===== src/rtl/irpd_pkg.sv =====
// Shared types and constants for the infrared pulse-distance frame decoder.
// Used by irpd_cfg_regs and ir_pulse_distance_frame_decoder_unit; no dependencies.
`timescale 1ns / 1ps

package irpd_pkg;

    localparam int DUR_W     = 16;
    localparam int CODE_W    = 25;
    localparam int TALLY_W   = 5;
    localparam int CFG_ADDR_W = 3;
    localparam int M_TDATA_W = 40;

    localparam logic [TALLY_W-1:0] TALLY_MAX = 5'd31;

    // Configuration register indexes
    typedef enum logic [CFG_ADDR_W-1:0] {
        REG_HEADER_MARK_MIN = 3'd0,
        REG_HEADER_MARK_MAX = 3'd1,
        REG_PULSE_MARK_MIN  = 3'd2,
        REG_PULSE_MARK_MAX  = 3'd3,
        REG_SPACE_ONE_MIN   = 3'd4,
        REG_SPACE_ONE_MAX   = 3'd5,
        REG_SPACE_ZERO_MIN  = 3'd6,
        REG_SPACE_ZERO_MAX  = 3'd7
    } irpd_reg_idx_t;

    localparam logic [DUR_W-1:0] RST_HEADER_MARK_MIN = 16'd31;
    localparam logic [DUR_W-1:0] RST_HEADER_MARK_MAX = 16'd53;
    localparam logic [DUR_W-1:0] RST_PULSE_MARK_MIN  = 16'd8;
    localparam logic [DUR_W-1:0] RST_PULSE_MARK_MAX  = 16'd15;
    localparam logic [DUR_W-1:0] RST_SPACE_ONE_MIN   = 16'd13;
    localparam logic [DUR_W-1:0] RST_SPACE_ONE_MAX   = 16'd23;
    localparam logic [DUR_W-1:0] RST_SPACE_ZERO_MIN  = 16'd6;
    localparam logic [DUR_W-1:0] RST_SPACE_ZERO_MAX  = 16'd11;

    typedef struct packed {
        logic [DUR_W-1:0] lo;
        logic [DUR_W-1:0] hi;
    } irpd_window_t;

    typedef struct packed {
        irpd_window_t header_mark;
        irpd_window_t pulse_mark;
        irpd_window_t space_one;
        irpd_window_t space_zero;
    } irpd_windows_t;

    function automatic logic in_window(input logic [DUR_W-1:0] d, input irpd_window_t w);
        return (d >= w.lo) && (d <= w.hi);
    endfunction

endpackage


===== src/rtl/irpd_cfg_regs.sv =====
// Tick-window configuration registers for the pulse-distance decoder.
// Depends on irpd_pkg.
`timescale 1ns / 1ps

module irpd_cfg_regs (
    input  logic                              aclk,
    input  logic                              aresetn,
    input  logic                              cfg_we,
    input  logic [irpd_pkg::CFG_ADDR_W-1:0]   cfg_addr,
    input  logic [irpd_pkg::DUR_W-1:0]        cfg_wdata,
    output irpd_pkg::irpd_windows_t           windows
);
    import irpd_pkg::*;

    irpd_windows_t win_reg;
    irpd_windows_t win_next;

    always_comb begin
        win_next = win_reg;
        if (cfg_we) begin
            case (irpd_reg_idx_t'(cfg_addr))
                REG_HEADER_MARK_MIN: win_next.header_mark.lo = cfg_wdata;
                REG_HEADER_MARK_MAX: win_next.header_mark.hi = cfg_wdata;
                REG_PULSE_MARK_MIN:  win_next.pulse_mark.lo  = cfg_wdata;
                REG_PULSE_MARK_MAX:  win_next.pulse_mark.hi  = cfg_wdata;
                REG_SPACE_ONE_MIN:   win_next.space_one.lo   = cfg_wdata;
                REG_SPACE_ONE_MAX:   win_next.space_one.hi   = cfg_wdata;
                REG_SPACE_ZERO_MIN:  win_next.space_zero.lo  = cfg_wdata;
                REG_SPACE_ZERO_MAX:  win_next.space_zero.hi  = cfg_wdata;
                default:             win_next = win_reg;
            endcase
        end
    end

    always_ff @(posedge aclk) begin
        if (!aresetn) begin
            win_reg.header_mark.lo <= RST_HEADER_MARK_MIN;
            win_reg.header_mark.hi <= RST_HEADER_MARK_MAX;
            win_reg.pulse_mark.lo  <= RST_PULSE_MARK_MIN;
            win_reg.pulse_mark.hi  <= RST_PULSE_MARK_MAX;
            win_reg.space_one.lo   <= RST_SPACE_ONE_MIN;
            win_reg.space_one.hi   <= RST_SPACE_ONE_MAX;
            win_reg.space_zero.lo  <= RST_SPACE_ZERO_MIN;
            win_reg.space_zero.hi  <= RST_SPACE_ZERO_MAX;
        end else begin
            win_reg <= win_next;
        end
    end

    assign windows = win_reg;

endmodule


===== src/rtl/ir_pulse_distance_frame_decoder_unit.sv =====
// Infrared pulse-distance frame decoder: top level with input stage, frame
// sequencing and result register. Depends on irpd_pkg and irpd_cfg_regs.
//
//   channel | dir | handshake          | payload
//   --------+-----+--------------------+-------------------------------------------
//   input   | in  | s_tvalid/s_tready  | s_tdata: duration_ticks; s_tuser: frame_first
//   result  | out | m_tvalid/m_tready  | m_tdata: code, bad marks, bad spaces;
//           |     |                    | m_tuser: status
//   config  | in  | cfg_we             | cfg_addr, cfg_wdata
//
// One input transaction per cycle while the result is not stalled; an item
// that ends a frame passes the input register, then the result register,
// which raises m_tvalid. Frame state updates once per item in a single pass
// between the two registers. Reset clears position, shift register, tallies
// and both stage valids, and loads the default tick windows. A stalled result
// holds the result register and, through it, the input stage; with the result
// register free the input keeps flowing.
`timescale 1ns / 1ps

module ir_pulse_distance_frame_decoder_unit #(
    parameter int FRAME_BITS = 25
) (
    input  logic        aclk,
    input  logic        aresetn,
    // slave input channel
    input  logic        s_tvalid,
    output logic        s_tready,
    input  logic [15:0] s_tdata,   // [15:0] duration_ticks
    input  logic        s_tuser,   // [0] frame_first
    // master result channel
    output logic        m_tvalid,
    input  logic        m_tready,
    output logic [39:0] m_tdata,   // [24:0] code_value, [29:25] bad_mark_count,
                                   // [34:30] bad_space_count, [39:35] zero
    output logic        m_tuser,   // [0] status
    // configuration write port
    input  logic        cfg_we,
    input  logic [2:0]  cfg_addr,
    input  logic [15:0] cfg_wdata
);
    import irpd_pkg::*;

    localparam int POS_W = $clog2(2 * FRAME_BITS + 2);
    localparam logic [POS_W-1:0] POS_IDLE   = POS_W'(0);
    localparam logic [POS_W-1:0] POS_HEADER = POS_W'(1);
    localparam logic [POS_W-1:0] POS_BITS   = POS_W'(2);
    localparam logic [POS_W-1:0] POS_LAST   = POS_W'(2 * FRAME_BITS + 1);

    irpd_windows_t windows;

    irpd_cfg_regs u_cfg_regs (
        .aclk      (aclk),
        .aresetn   (aresetn),
        .cfg_we    (cfg_we),
        .cfg_addr  (cfg_addr),
        .cfg_wdata (cfg_wdata),
        .windows   (windows)
    );

    // input stage
    logic             in_valid_reg, in_valid_next;
    logic [DUR_W-1:0] in_dur_reg;
    logic             in_first_reg;

    // frame state
    logic [POS_W-1:0]      pos_reg, pos_next;
    logic [FRAME_BITS-1:0] shift_reg, shift_next;
    logic [TALLY_W-1:0]    mark_tally_reg, mark_tally_next;
    logic [TALLY_W-1:0]    space_tally_reg, space_tally_next;

    // result register
    logic               out_valid_reg, out_valid_next;
    logic               out_status_reg, out_status_next;
    logic [CODE_W-1:0]  out_code_reg, out_code_next;
    logic [TALLY_W-1:0] out_mark_reg, out_mark_next;
    logic [TALLY_W-1:0] out_space_reg, out_space_next;

    logic            proc_ready;
    logic            proc_fire;
    logic            s_fire;
    logic            result_load;
    logic [FRAME_BITS:0] shift_ext;

    assign proc_ready = !out_valid_reg || m_tready;
    assign proc_fire  = in_valid_reg && proc_ready;
    assign s_tready   = !in_valid_reg || proc_ready;
    assign s_fire     = s_tvalid && s_tready;

    always_comb begin
        in_valid_next = in_valid_reg;
        if (s_fire) begin
            in_valid_next = 1'b1;
        end else if (proc_ready) begin
            in_valid_next = 1'b0;
        end
    end

    always_comb begin
        pos_next         = pos_reg;
        shift_next       = shift_reg;
        mark_tally_next  = mark_tally_reg;
        space_tally_next = space_tally_reg;
        result_load      = 1'b0;
        out_status_next  = out_status_reg;
        out_code_next    = out_code_reg;
        out_mark_next    = out_mark_reg;
        out_space_next   = out_space_reg;
        shift_ext        = {shift_reg, 1'b0};

        if (proc_fire) begin
            if (in_first_reg) begin
                // gap entry: abandon any frame and wait for the header
                shift_next       = '0;
                mark_tally_next  = '0;
                space_tally_next = '0;
                pos_next         = POS_HEADER;
            end else if (pos_reg == POS_IDLE) begin
                pos_next = POS_IDLE;
            end else if (pos_reg == POS_HEADER) begin
                if (!in_window(in_dur_reg, windows.header_mark)) begin
                    result_load      = 1'b1;
                    out_status_next  = 1'b1;
                    out_code_next    = '0;
                    out_mark_next    = '0;
                    out_space_next   = '0;
                    shift_next       = '0;
                    mark_tally_next  = '0;
                    space_tally_next = '0;
                    pos_next         = POS_IDLE;
                end else begin
                    pos_next = POS_BITS;
                end
            end else if (!pos_reg[0]) begin
                // bit mark: count only
                if (!in_window(in_dur_reg, windows.pulse_mark) &&
                    mark_tally_reg != TALLY_MAX) begin
                    mark_tally_next = mark_tally_reg + 1'b1;
                end
                pos_next = pos_reg + 1'b1;
            end else begin
                // bit space: one-window first, then zero-window
                if (in_window(in_dur_reg, windows.space_one)) begin
                    shift_ext  = {shift_reg, 1'b1};
                    shift_next = shift_ext[FRAME_BITS-1:0];
                end else if (in_window(in_dur_reg, windows.space_zero)) begin
                    shift_ext  = {shift_reg, 1'b0};
                    shift_next = shift_ext[FRAME_BITS-1:0];
                end else if (space_tally_reg != TALLY_MAX) begin
                    space_tally_next = space_tally_reg + 1'b1;
                end

                if (pos_reg == POS_LAST) begin
                    result_load      = 1'b1;
                    out_status_next  = 1'b0;
                    out_code_next    = CODE_W'({{CODE_W{1'b0}}, shift_next});
                    out_mark_next    = mark_tally_next;
                    out_space_next   = space_tally_next;
                    shift_next       = '0;
                    mark_tally_next  = '0;
                    space_tally_next = '0;
                    pos_next         = POS_IDLE;
                end else begin
                    pos_next = pos_reg + 1'b1;
                end
            end
        end

        out_valid_next = out_valid_reg;
        if (result_load) begin
            out_valid_next = 1'b1;
        end else if (m_tready) begin
            out_valid_next = 1'b0;
        end
    end

    always_ff @(posedge aclk) begin
        if (!aresetn) begin
            in_valid_reg    <= 1'b0;
            out_valid_reg   <= 1'b0;
            pos_reg         <= POS_IDLE;
            shift_reg       <= '0;
            mark_tally_reg  <= '0;
            space_tally_reg <= '0;
        end else begin
            in_valid_reg    <= in_valid_next;
            out_valid_reg   <= out_valid_next;
            pos_reg         <= pos_next;
            shift_reg       <= shift_next;
            mark_tally_reg  <= mark_tally_next;
            space_tally_reg <= space_tally_next;
        end
    end

    // payload registers: load on transaction, no reset
    always_ff @(posedge aclk) begin
        if (s_fire) begin
            in_dur_reg   <= s_tdata;
            in_first_reg <= s_tuser;
        end
        if (result_load) begin
            out_status_reg <= out_status_next;
            out_code_reg   <= out_code_next;
            out_mark_reg   <= out_mark_next;
            out_space_reg  <= out_space_next;
        end
    end

    assign m_tvalid = out_valid_reg;
    assign m_tuser  = out_status_reg;
    assign m_tdata  = {{(M_TDATA_W - CODE_W - 2 * TALLY_W){1'b0}},
                       out_space_reg, out_mark_reg, out_code_reg};

endmodule

===== config.mk =====
export PLATFORM = sky130hd
export DESIGN_NAME = ir_pulse_distance_frame_decoder_unit
export DESIGN_NICKNAME = d
export VERILOG_FILES = /design/src/rtl/irpd_pkg.sv /design/src/rtl/irpd_cfg_regs.sv /design/src/rtl/ir_pulse_distance_frame_decoder_unit.sv
export SDC_FILE = /design/constraint.sdc
export NUM_CORES = 1
export LEC_CHECK = 0
export CAP_MARGIN = 0
export CORE_MARGIN = 2
export CORE_UTILIZATION = 45
export DETAILED_ROUTE_END_ITERATION = 8
export DONT_BUFFER_PORTS = 1
export GPL_ROUTABILITY_DRIVEN = 0
export PLACE_DENSITY = 0.67
export RECOVER_POWER = 100
export SYNTH_ARGS = -nofsm -noshare
export SYNTH_HDL_FRONTEND = slang
export SYNTH_SLANG_ARGS = --single-unit

===== constraint.sdc =====
create_clock -name aclk -period 8.7 [get_ports aclk]
set_clock_uncertainty 0.05 [all_clocks]
set_input_delay 1.305 -clock aclk [delete_from_list [all_inputs] [get_ports aclk]]
set_output_delay 1.305 -clock aclk [all_outputs]
set_load 0.01 [all_outputs]

==> impl_metrics.prom <==
# TYPE chip_impl_metric gauge
chip_impl_metric{name="cell_internal_pwr",unit="mW"} 1.929
chip_impl_metric{name="setup-tns-final",unit="ns"} 0
chip_impl_info{name="cell_by_cell_listing_of_the_critical_path",value="ha_1 > a21oi_1 > o21ai_0 > a2111oi_0 > a21oi_1 > o2bb2ai_1 > and2_0 > nor3_4 > a32o_2"} 1
chip_impl_metric{name="overall_track_demand_over_capacity_in_global_routing",unit="%"} 21.56
chip_impl_metric{name="synth-edff-count",unit=""} 53
chip_impl_metric{name="remaining_drc_errors",unit=""} 0
chip_impl_metric{name="power.switching",unit="mW"} 0.6116
chip_impl_metric{name="timing.final.ws_setup",unit="ns"} 3.464
chip_impl_info{name="violations",value="capacitance limit, slew limit"} 1
chip_impl_info{name="cts_tree",value="done"} 1
chip_impl_metric{name="antenna_found_initial",unit=""} 0
chip_impl_metric{name="switching_share",unit="%"} 24.07
chip_impl_metric{name="stdcell_area",unit="um2"} 12640
chip_impl_info{name="run_status",value="finished with violations"} 1
chip_impl_metric{name="cts.repair_timing.setup_buffer_count",unit=""} 0
chip_impl_metric{name="critPathRequiredTime",unit="ns"} 9.06
chip_impl_metric{name="slew_headroom",unit="%"} -167.5
chip_impl_metric{name="count_of_non_filler_cells_in_the_finished_layout",unit=""} 1643
chip_impl_metric{name="die_y",unit="um"} 164.2
chip_impl_metric{name="detailedPlacementHpwl",unit="um"} 19060
chip_impl_info{name="crit_path_end_kind",value="register"} 1
chip_impl_metric{name="min_period_over_period",unit="%"} 60.18
chip_impl_metric{name="final_core_util",unit="%"} 50.18
chip_impl_metric{name="clkLatencyLatePin",unit="ns"} 0.54
chip_impl_metric{name="routed_via_density",unit=""} 5.506
chip_impl_metric{name="floorplan.io_pins",unit=""} 84
chip_impl_metric{name="clkTransAtPathRegs",unit="ns"} 0.06
chip_impl_metric{name="dp_worst_setup_slack",unit="ns"} 4.712
chip_impl_metric{name="hold_ws",unit="ns"} 0.4039
chip_impl_metric{name="max-cap-violations",unit=""} 5
chip_impl_metric{name="dp_cells",unit=""} 1595
chip_impl_metric{name="critical_path_arrival",unit="ns"} 5.59
chip_impl_info{name="cell_with_the_most_instances_on_the_worst_path",value="sky130_fd_sc_hd__a21oi_1"} 1
chip_impl_metric{name="grt_start_max_net_pins",unit=""} 86
chip_impl_metric{name="grt_pass1_wl",unit="um"} 46180
chip_impl_metric{name="max_clock_freq",unit="GHz"} 0.1910
chip_impl_metric{name="cp.buffers_inverters",unit=""} 0
chip_impl_info{name="cpMaxStageDelayCell",value="sky130_fd_sc_hd__and2_0"} 1
chip_impl_metric{name="postSynthAreaPerCell",unit="um2"} 8.747
chip_impl_info{name="mostFrequentLayoutCell",value="sky130_fd_sc_hd__nand2_1"} 1
chip_impl_metric{name="route.detailed.wl_per_inst",unit="um"} 17.24
chip_impl_metric{name="power-per-cell-area",unit="nW/um2"} 201.1
chip_impl_metric{name="sum_of_overflow_across_all_layers_after_global_routing",unit=""} 0
chip_impl_info{name="final_cell_mix",value="278 x sky130_fd_sc_hd__nand2_1, 171 x sky130_fd_sc_hd__dfxtp_1, 150 x sky130_fd_sc_hd__a21oi_1"} 1
chip_impl_metric{name="power_leakage",unit="nW"} 4.868
chip_impl_metric{name="fp.dieW",unit="um"} 164.2
chip_impl_metric{name="power.share.clock",unit="%"} 47.1
chip_impl_info{name="rsz0062_at_grt",value="false"} 1
chip_impl_metric{name="ir_worst_vdd",unit="mV"} 0.1696
chip_impl_metric{name="detail_route.iter0.violations",unit=""} 613
chip_impl_metric{name="synth.lib_cells_used.distinct",unit=""} 61
chip_impl_info{name="timing.critical_path.max_delay_family",value="simple AND/OR/NAND/NOR gates"} 1
chip_impl_metric{name="crit_path_largest_cell_delay",unit="ns"} 1.86
chip_impl_metric{name="drtAntennaViolNets",unit=""} 0
chip_impl_metric{name="worst_pin_slew",unit="ns"} 4.012
chip_impl_metric{name="fp.dieArea",unit="um2"} 26970
chip_impl_metric{name="cts_max_level",unit=""} 1
chip_impl_metric{name="post_route_cells_drive_above_1_share",unit="%"} 5.103
chip_impl_info{name="ys.flop_type",value="sky130_fd_sc_hd__dfxtp_1"} 1
chip_impl_metric{name="effective_utilization_at_floorplan",unit="%"} 45.89
chip_impl_metric{name="min_period",unit="ns"} 5.236
chip_impl_metric{name="cts_buffer_depth",unit=""} 3
chip_impl_metric{name="crit_path_max_fanout",unit=""} 32
chip_impl_info{name="timing_worst_setup_path_type",value="register to register"} 1
chip_impl_metric{name="hold_viol_final",unit=""} 0
chip_impl_metric{name="fp-row-count",unit=""} 58
chip_impl_metric{name="total_via_count_after_detailed_routing",unit=""} 9046
chip_impl_metric{name="grt_pass1_vias",unit=""} 8838
chip_impl_metric{name="finalMaxSlewViolations",unit=""} 193
chip_impl_metric{name="antenna_cells",unit=""} 0
chip_impl_metric{name="clock-sinks",unit=""} 224
chip_impl_info{name="cts_root_buffer",value="sky130_fd_sc_hd__clkbuf_16"} 1
chip_impl_metric{name="setup_viol_count_final",unit=""} 0
chip_impl_metric{name="comb_power_share",unit="%"} 8.9
chip_impl_metric{name="synth_warnings",unit=""} 0
chip_impl_metric{name="cts_buffers",unit=""} 26
chip_impl_metric{name="design_power_total",unit="mW"} 2.541
chip_impl_metric{name="async_sr_flop_fraction",unit="%"} 0
chip_impl_metric{name="mappedNetlistArea",unit="um2"} 11550
chip_impl_metric{name="drt_pass1_iterations",unit=""} 5
chip_impl_info{name="critical_path.startpoint_type",value="register"} 1
chip_impl_info{name="hp-class",value="register to register"} 1
chip_impl_metric{name="placement.io_buffers",unit=""} 0
chip_impl_metric{name="syn-instance-count",unit=""} 1321
chip_impl_metric{name="core_area",unit="um2"} 25180
chip_impl_metric{name="nNetsFinal",unit=""} 1468
chip_impl_metric{name="largest_register_ffs",unit=""} 128
chip_impl_metric{name="placement.cell_area",unit="um2"} 11740
chip_impl_metric{name="ys_seq_elements",unit=""} 224
chip_impl_metric{name="postCtsResizedCells",unit=""} 0
chip_impl_metric{name="seqPwrFrac",unit="%"} 44.0
chip_impl_metric{name="synth_seq_area_share",unit="%"} 43.40
chip_impl_metric{name="post_cts_hold_buffer_count",unit=""} 0
chip_impl_metric{name="wl",unit="um"} 28330
chip_impl_metric{name="area_growth",unit="%"} 9.366
## metal layers
| layer | track usage (%) | up-vias | wire (um) |
|---|---|---|---|
| li1 | - | 4507 | - |
| met1 | 28.17 | 4267 | 12760 |
| met2 | 36.52 | 224 | 13350 |
| met3 | 3.687 | 48 | 1459 |
| met4 | 6.300 | 0 | 752 |
| met5 | 0 | - | 0 |
## synth_stat cells (all sizes together) (2+ instances only)
library cell | count | share of area [%]
nand2 | 278 | 9.0
dfxtp | 171 | 30
a21oi | 150 | 6.5
ha | 134 | 15
inv | 128 | 4.2
nor2 | 59 | 1.9
clkbuf | 54 | 1.9
edfxtp | 53 | 14
nand3 | 28 | 1.2
nand4 | 28 | 1.5
o211ai | 28 | 1.8
mux2i | 25 | 2.2
o21ai | 25 | 1.1
a32o | 24 | 2.3
a21o | 16 | 1.0
buf | 15 | 0.88
nor2b | 11 | 0.60
and2 | 9 | 0.51
a31oi | 8 | 0.43
nor3 | 8 | 0.44
nand2b | 7 | 0.38
a211oi | 6 | 0.39
and3 | 5 | 0.27
nor4 | 5 | 0.27
a2111oi | 4 | 0.30
xor2 | 4 | 0.30
a211o | 3 | 0.23
a221o | 3 | 0.26
and4 | 3 | 0.23
o21a | 3 | 0.19
o31ai | 3 | 0.19
a21boi | 2 | 0.13
o21bai | 2 | 0.13
o221ai | 2 | 0.15
or4 | 2 | 0.13
## power groups by stage
stage	clock (mW)	combinational [mW]	sequential [mW]
after floorplan	0	0.190	1.13
after global placement	0	0.215	1.14
after detailed placement	0	0.222	1.14
after CTS	1.22	0.224	1.12
after global routing	1.25	0.261	1.12
final	1.20	0.226	1.12
## kinds of logic after synthesis
group / share of synthesized area, %
AO/OA/AOI/OAI: 15.76
XOR/XNOR: 0.3790
adder cells (fa/ha/maj): 14.51
buffers and inverters: 6.995
flip-flops: 43.40
multiplexers: 2.166
other: 0.03245
AND/OR/NAND/NOR: 16.76
## worst paths after layout
check | depth (start not counted) | endpoint | slack [ns] | from
worst max-delay path | 9 | shift_reg[12]$_SDFFE_PN0P_ | 3.46 | in_dur_reg[11]$_DFFE_PP_
worst min-delay path | 2 | u_cfg_regs.windows[120]$_SDFFE_PN0P_ | 0.40 | u_cfg_regs.windows[120]$_SDFFE_PN0P_
worst max register to register | 9 | shift_reg[12]$_SDFFE_PN0P_ | 3.46 | in_dur_reg[11]$_DFFE_PP_
worst min register to register | 2 | u_cfg_regs.windows[120]$_SDFFE_PN0P_ | 0.40 | u_cfg_regs.windows[120]$_SDFFE_PN0P_
## cell type report
class | count | area [um2]
repair buffers | 9 | 33.78
flip-flops and latches | 224 | 5015
multi-input cells | 903 | 5741
inverters | 129 | 485.5
clock buffers | 30 | 696.9
well taps | 330 | 412.9
fillers | 2351 | 12540
clock inverters | 18 | 252.7
## worst register-to-register path, cell delays in order, from the launching register on
cell,delay [ns]
sky130_fd_sc_hd__edfxtp_1,0.58
sky130_fd_sc_hd__ha_1,0.39
sky130_fd_sc_hd__a21oi_1,0.15
sky130_fd_sc_hd__o21ai_0,0.15
sky130_fd_sc_hd__a2111oi_0,0.44
sky130_fd_sc_hd__a21oi_1,0.15
sky130_fd_sc_hd__o2bb2ai_1,0.54
sky130_fd_sc_hd__and2_0,1.86
sky130_fd_sc_hd__nor3_4,0.40
sky130_fd_sc_hd__a32o_2,0.40
Note: power is estimated with default switching activity, not from simulation.
